**src/rtl/svs_pkg.sv**
```systemverilog
// shared widths, codes and controller/datapath handshake types for the seam vertex splitter
`timescale 1ns / 1ps

package svs_pkg;

  localparam int unsigned OP_W   = 2;
  localparam int unsigned VERT_W = 11;
  localparam int unsigned IDX_W  = 12;
  localparam int unsigned CNT_W  = 12;
  localparam int unsigned MIN_W  = 16;
  localparam int unsigned CLS_W  = 2;

  localparam int unsigned MAX_VERTS_DEFAULT = 2048;

  // input operations
  localparam logic [OP_W-1:0] OP_CLASSIFY = 2'd0;
  localparam logic [OP_W-1:0] OP_REMAP    = 2'd1;
  localparam logic [OP_W-1:0] OP_START    = 2'd2;

  // per-vertex side classes
  localparam logic [CLS_W-1:0] CLS_FRONT  = 2'd0;
  localparam logic [CLS_W-1:0] CLS_BACK   = 2'd1;
  localparam logic [CLS_W-1:0] CLS_DUP    = 2'd2;
  localparam logic [CLS_W-1:0] CLS_UNSEEN = 2'd3;

  // result kinds
  localparam logic KIND_COLLISION = 1'b0;
  localparam logic KIND_REMAP     = 1'b1;

  localparam logic [MIN_W-1:0] MIN_RESET    = 16'hFFFF;
  localparam logic [CNT_W-1:0] VCOUNT_RESET = 12'd1;

  typedef struct packed {
    logic accept;    // take the input word and read both stores
    logic commit;    // apply the held word to state and output register
    logic clr_step;  // write one class entry back to unseen
  } svs_cmd_t;

  typedef struct packed {
    logic has_result;
    logic is_start;
    logic out_stall;
    logic clr_last;
  } svs_sts_t;

endpackage

```
**src/rtl/svs_ctrl.sv**
```systemverilog
// controller: sequences accept, execute and the class store clearing sweep
`timescale 1ns / 1ps

module svs_ctrl (
  input  logic              clk_i,
  input  logic              rst_ni,
  input  logic              in_valid_i,
  output logic              in_ready_o,
  input  svs_pkg::svs_sts_t sts_i,
  output svs_pkg::svs_cmd_t cmd_o
);

  localparam logic [1:0] ST_IDLE  = 2'd0;
  localparam logic [1:0] ST_EXEC  = 2'd1;
  localparam logic [1:0] ST_CLEAR = 2'd2;

  logic [1:0] state_q, state_d;

  assign in_ready_o    = (state_q == ST_IDLE);
  assign cmd_o.accept   = (state_q == ST_IDLE) && in_valid_i;
  // hold the word while a waiting result still blocks the output register
  assign cmd_o.commit   = (state_q == ST_EXEC) && !(sts_i.has_result && sts_i.out_stall);
  assign cmd_o.clr_step = (state_q == ST_CLEAR);

  always_comb begin
    state_d = state_q;
    unique case (state_q)
      ST_IDLE: begin
        if (in_valid_i) begin
          state_d = ST_EXEC;
        end
      end
      ST_EXEC: begin
        if (cmd_o.commit) begin
          state_d = sts_i.is_start ? ST_CLEAR : ST_IDLE;
        end
      end
      ST_CLEAR: begin
        if (sts_i.clr_last) begin
          state_d = ST_IDLE;
        end
      end
      default: begin
        state_d = ST_IDLE;
      end
    endcase
  end

  // reset starts with a clearing sweep of the class store
  always_ff @(posedge clk_i or negedge rst_ni) begin
    if (!rst_ni) begin
      state_q <= ST_CLEAR;
    end else begin
      state_q <= state_d;
    end
  end

  a_accept_then_exec: assert property (@(posedge clk_i) disable iff (!rst_ni)
    cmd_o.accept |=> (state_q == ST_EXEC))
    else $error("accepted word not executed next cycle");

  a_sweep_end_idle: assert property (@(posedge clk_i) disable iff (!rst_ni)
    (state_q == ST_CLEAR) && sts_i.clr_last |=> (state_q == ST_IDLE))
    else $error("clearing sweep did not return to idle");

endmodule

```
**config.mk**
```make
export PLATFORM = sky130hd
export DESIGN_NAME = svs_ctrl
export DESIGN_NICKNAME = d
export VERILOG_FILES = /design/src/rtl/svs_pkg.sv /design/src/rtl/svs_ctrl.sv
export SDC_FILE = /design/constraint.sdc
export NUM_CORES = 1
export LEC_CHECK = 0
export ABC_AREA = 1
export BUFFER_PORTS_ARGS = -buffer_cell sky130_fd_sc_hd__buf_4
export CORE_AREA = 2 2 39 41
export CTS_CLUSTER_DIAMETER = 50
export DETAILED_ROUTE_END_ITERATION = 10
export DIE_AREA = 0 0 41 43
export GPL_TIMING_DRIVEN = 0
export SLEW_MARGIN = 20
export SYNTH_ARGS = -nofsm -noshare
export SYNTH_HDL_FRONTEND = slang
export SYNTH_SLANG_ARGS = --single-unit
```
**constraint.sdc**
```tcl
create_clock -name clk_i -period 2 [get_ports clk_i]
set_input_delay 0.1 -clock clk_i [delete_from_list [all_inputs] [get_ports clk_i]]
set_output_delay 0.1 -clock clk_i [all_outputs]
set_load 0.03 [all_outputs]
```
==> results.md <==
- Status: completed
- Hold Crit Class: in2reg
- TritonRoute pass-1 iters: 2
- Max Clk Rate: ~810 MHz
- # Max-Cap Violations: 0
- CTS Sinks: 2
- Count leader, synth: inv_1
- Yosys reg bits: 2
- Period utilization: 61.43%
- Post-synth EDFFs: 0
- First-pass GRT wire length: 524 µm
- Final Hold Vio Count: 0
- CP startpoint kind: flip-flop
- Largest net degree at the start of global routing: 6
- Worst-Margin Slew: 0.1577 ns
- Yosys top cell by area: dfstp_2
- CP arrival: 1.13 ns
- I/O pin count: 11
- Setup_tns: 0 ns
- Crit-path max FO: 4
- Layout cell share with drive strength beyond 1: between 40% and 50%
- Biggest register: state_q
- Reg-to-reg startpoint: state_q[1]$_DFFE_PN1P_
- Worst Hold End: state_q[0]$_DFFE_PN0P_
- Die width: a little over 40 µm
- Die H: 43 µm
- Leak pwr: between 0.15 and 0.2 nW
- DRT iter0 DRCs: 2
- Vias per inst: between 3 and 4
- Final Skew: 0.008071 ns
- CTS root buffer: clkbuf_4
- Peak VDD IR: 0.1490 mV
- Worst-skew pair later-pin latency: around 0.23 ns
- Cell count after synthesis: 23
- Final critical-path required period: about 1.2 ns
- Core Area: ~1400 µm²
- Rows: 14
- Die Area: 1763 µm²
- Top cells by area, synth: dfstp_2 (19%), dfrtp_1 (18%), inv_1 (16%)
- Antenna Cells: 0
- Utilization after layout: between 15 and 20%
- Reg-to-reg slack, setup: around 1.1 ns
- P&R area growth vs syn: 95.45%
- Final hold slack: between 0.15 and 0.2 ns
- Tot GR Track Use: under 10%
- Dominant synthesized flop cell: dfstp_2
- Worst-path clk slew: around 0.040 ns
- CTS tree: yes
- Total grt overflow: 0
- Fillers: about 160
- Top post-synthesis cells by count: inv_1 (6), nand2_1 (5), nor2_1 (4)
- Starting Density: under 10%
- Final setup viols: 0
- DPL Wire Length: around 260 µm
- Clock Path Buffers: 2
- Dpl cell area: approximately 230 µm²
- H-tree Lvls: 1
- Post-Syn Area: about 140 µm²
- Hold path start: in_valid_i
- WL final: between 300 and 400 µm
- Gpl congestion: 0.5995
- WP data required: 1.90 ns
- Hold Path Cell Cnt: 3
- Initial antenna violation count: 0
- Share of the synthesized area in the top cell type: between 10% and 20%
- Tot Pwr: about 280 µW
- Unique masters post-synth: 10
- Slew Viols, Final: 0
- Ys async rst share: 100.0%
- CP Capture Type: output port
- Syn_nets: 30
- Final Cell Area: approximately 270 µm²
- Power Density: roughly 1100 nW/µm²
- Slew margin rel.: around 89%
- Vias in the first global route: around 180
- Residual DRC: 0
- CTS resizes: 0
- Largest registers: state_q: 2 flops
- Nets: 46
- WL/cell: 6.333 µm
- Max reg flops: 2
- R2r worst-path depth: 4
- PortBufs: 10
- Final ANT Viol Nets: 0
- Syn. warnings: 0
- Worst R2R End: state_q[1]$_DFFE_PN1P_
- Part of the Yosys area used for sequential elements: around 37%
- Avg Inst Size Synth: ~6 µm²
- Total CTS buffers: 3
- RSZ-0062 raised after global routing: false
- Crit Path Class: reg2out
- Via Count: 174
-- stage by stage --
step / instances / setup WS, ns
floorplan: 23 / 0.6789
global placement: 49 / 1.024
detailed placement: 49 / 1.013
CTS: 54 / 0.7520
global route: 54 / 0.7060
finish: 54 / 0.7714
-- kinds of logic (layout without fill, tap and decap cells) --
| family | count (synthesis) | count (layout) | share of synthesized area (%) |
|---|---|---|---|
| AO/OA/AOI/OAI | 1 | 1 | 3.633 |
| buffers and inverters | 7 | 22 | 19.09 |
| flip-flops | 2 | 2 | 37.27 |
| AND/OR/NAND/NOR | 13 | 13 | 40.00 |
-- timing repair --
action / CTS / global route
buffers inserted: 0 / 0
endpoints found under the hold margin: 2 / 0
hold buffers: 1 / 0
-- per-layer routing --
metal / up-vias / routed length, µm / GRT usage (%)
met5: - / 0 / 0
met4: 0 / 14 / 8.000
met3: 2 / 40 / 3.141
met2: 7 / 170 / 7.813
met1: 70 / 117 / 2.903
li1: 95 / - / -
-- power by group --
group,internal (mW),total (mW),leakage [nW],switching (mW)
clock network,0.0745,0.104,0.0150,0.0295
logic,0.0463,0.117,0.118,0.0709
registers,0.0517,0.0619,0.0228,0.0101
-- layout make-up --
cell class                      count  area (µm²)  share of cell area, %
Sequential cell                     2       51.30                  19.07
Clock buffer                        4       26.28                  9.767
Tap cell                           16       20.02                  7.442
Timing Repair Buffer               11       85.08                  31.63
Inverter                            7       26.28                  9.767
Multi-Input combinational cell     14       60.06                  22.33
-- layout by cell type, fill, tap and decap left out, drive strengths merged --
master / netlist / final
inv: 7 / 7
nand2: 5 / 5
clkbuf: 0 / 4
nor3: 1 / 1
nand3: 2 / 2
buf: 0 / 10
dlygate4sd3: 0 / 1
o21ai: 1 / 1
dfrtp: 1 / 1
dfstp: 1 / 1
nor2: 5 / 5
-- worst max path at each step --
stage / startpoint / end / slack (ns) / cells after the start
5_1_grt: state_q[0]$_DFFE_PN0P_ / cmd_o[2] / 0.71 / 4
6_report: state_q[0]$_DFFE_PN0P_ / cmd_o[2] / 0.77 / 4
4_1_cts: state_q[0]$_DFFE_PN0P_ / cmd_o[2] / 0.75 / 4
3_5_place_dp: state_q[0]$_DFFE_PN0P_ / cmd_o[2] / 1.01 / 4
2_1_floorplan: state_q[0]$_DFFE_PN0P_ / cmd_o[2] / 0.68 / 3
3_3_place_gp: state_q[0]$_DFFE_PN0P_ / cmd_o[2] / 1.02 / 4
-- critical path, stage by stage, from the launching register on --
cell	delay (ns)
dfrtp_1	0.40
nor2_2	0.18
inv_2	0.05
nor2_1	0.09
buf_4	0.17
No activity file was read; power rests on OpenSTA's default activity.
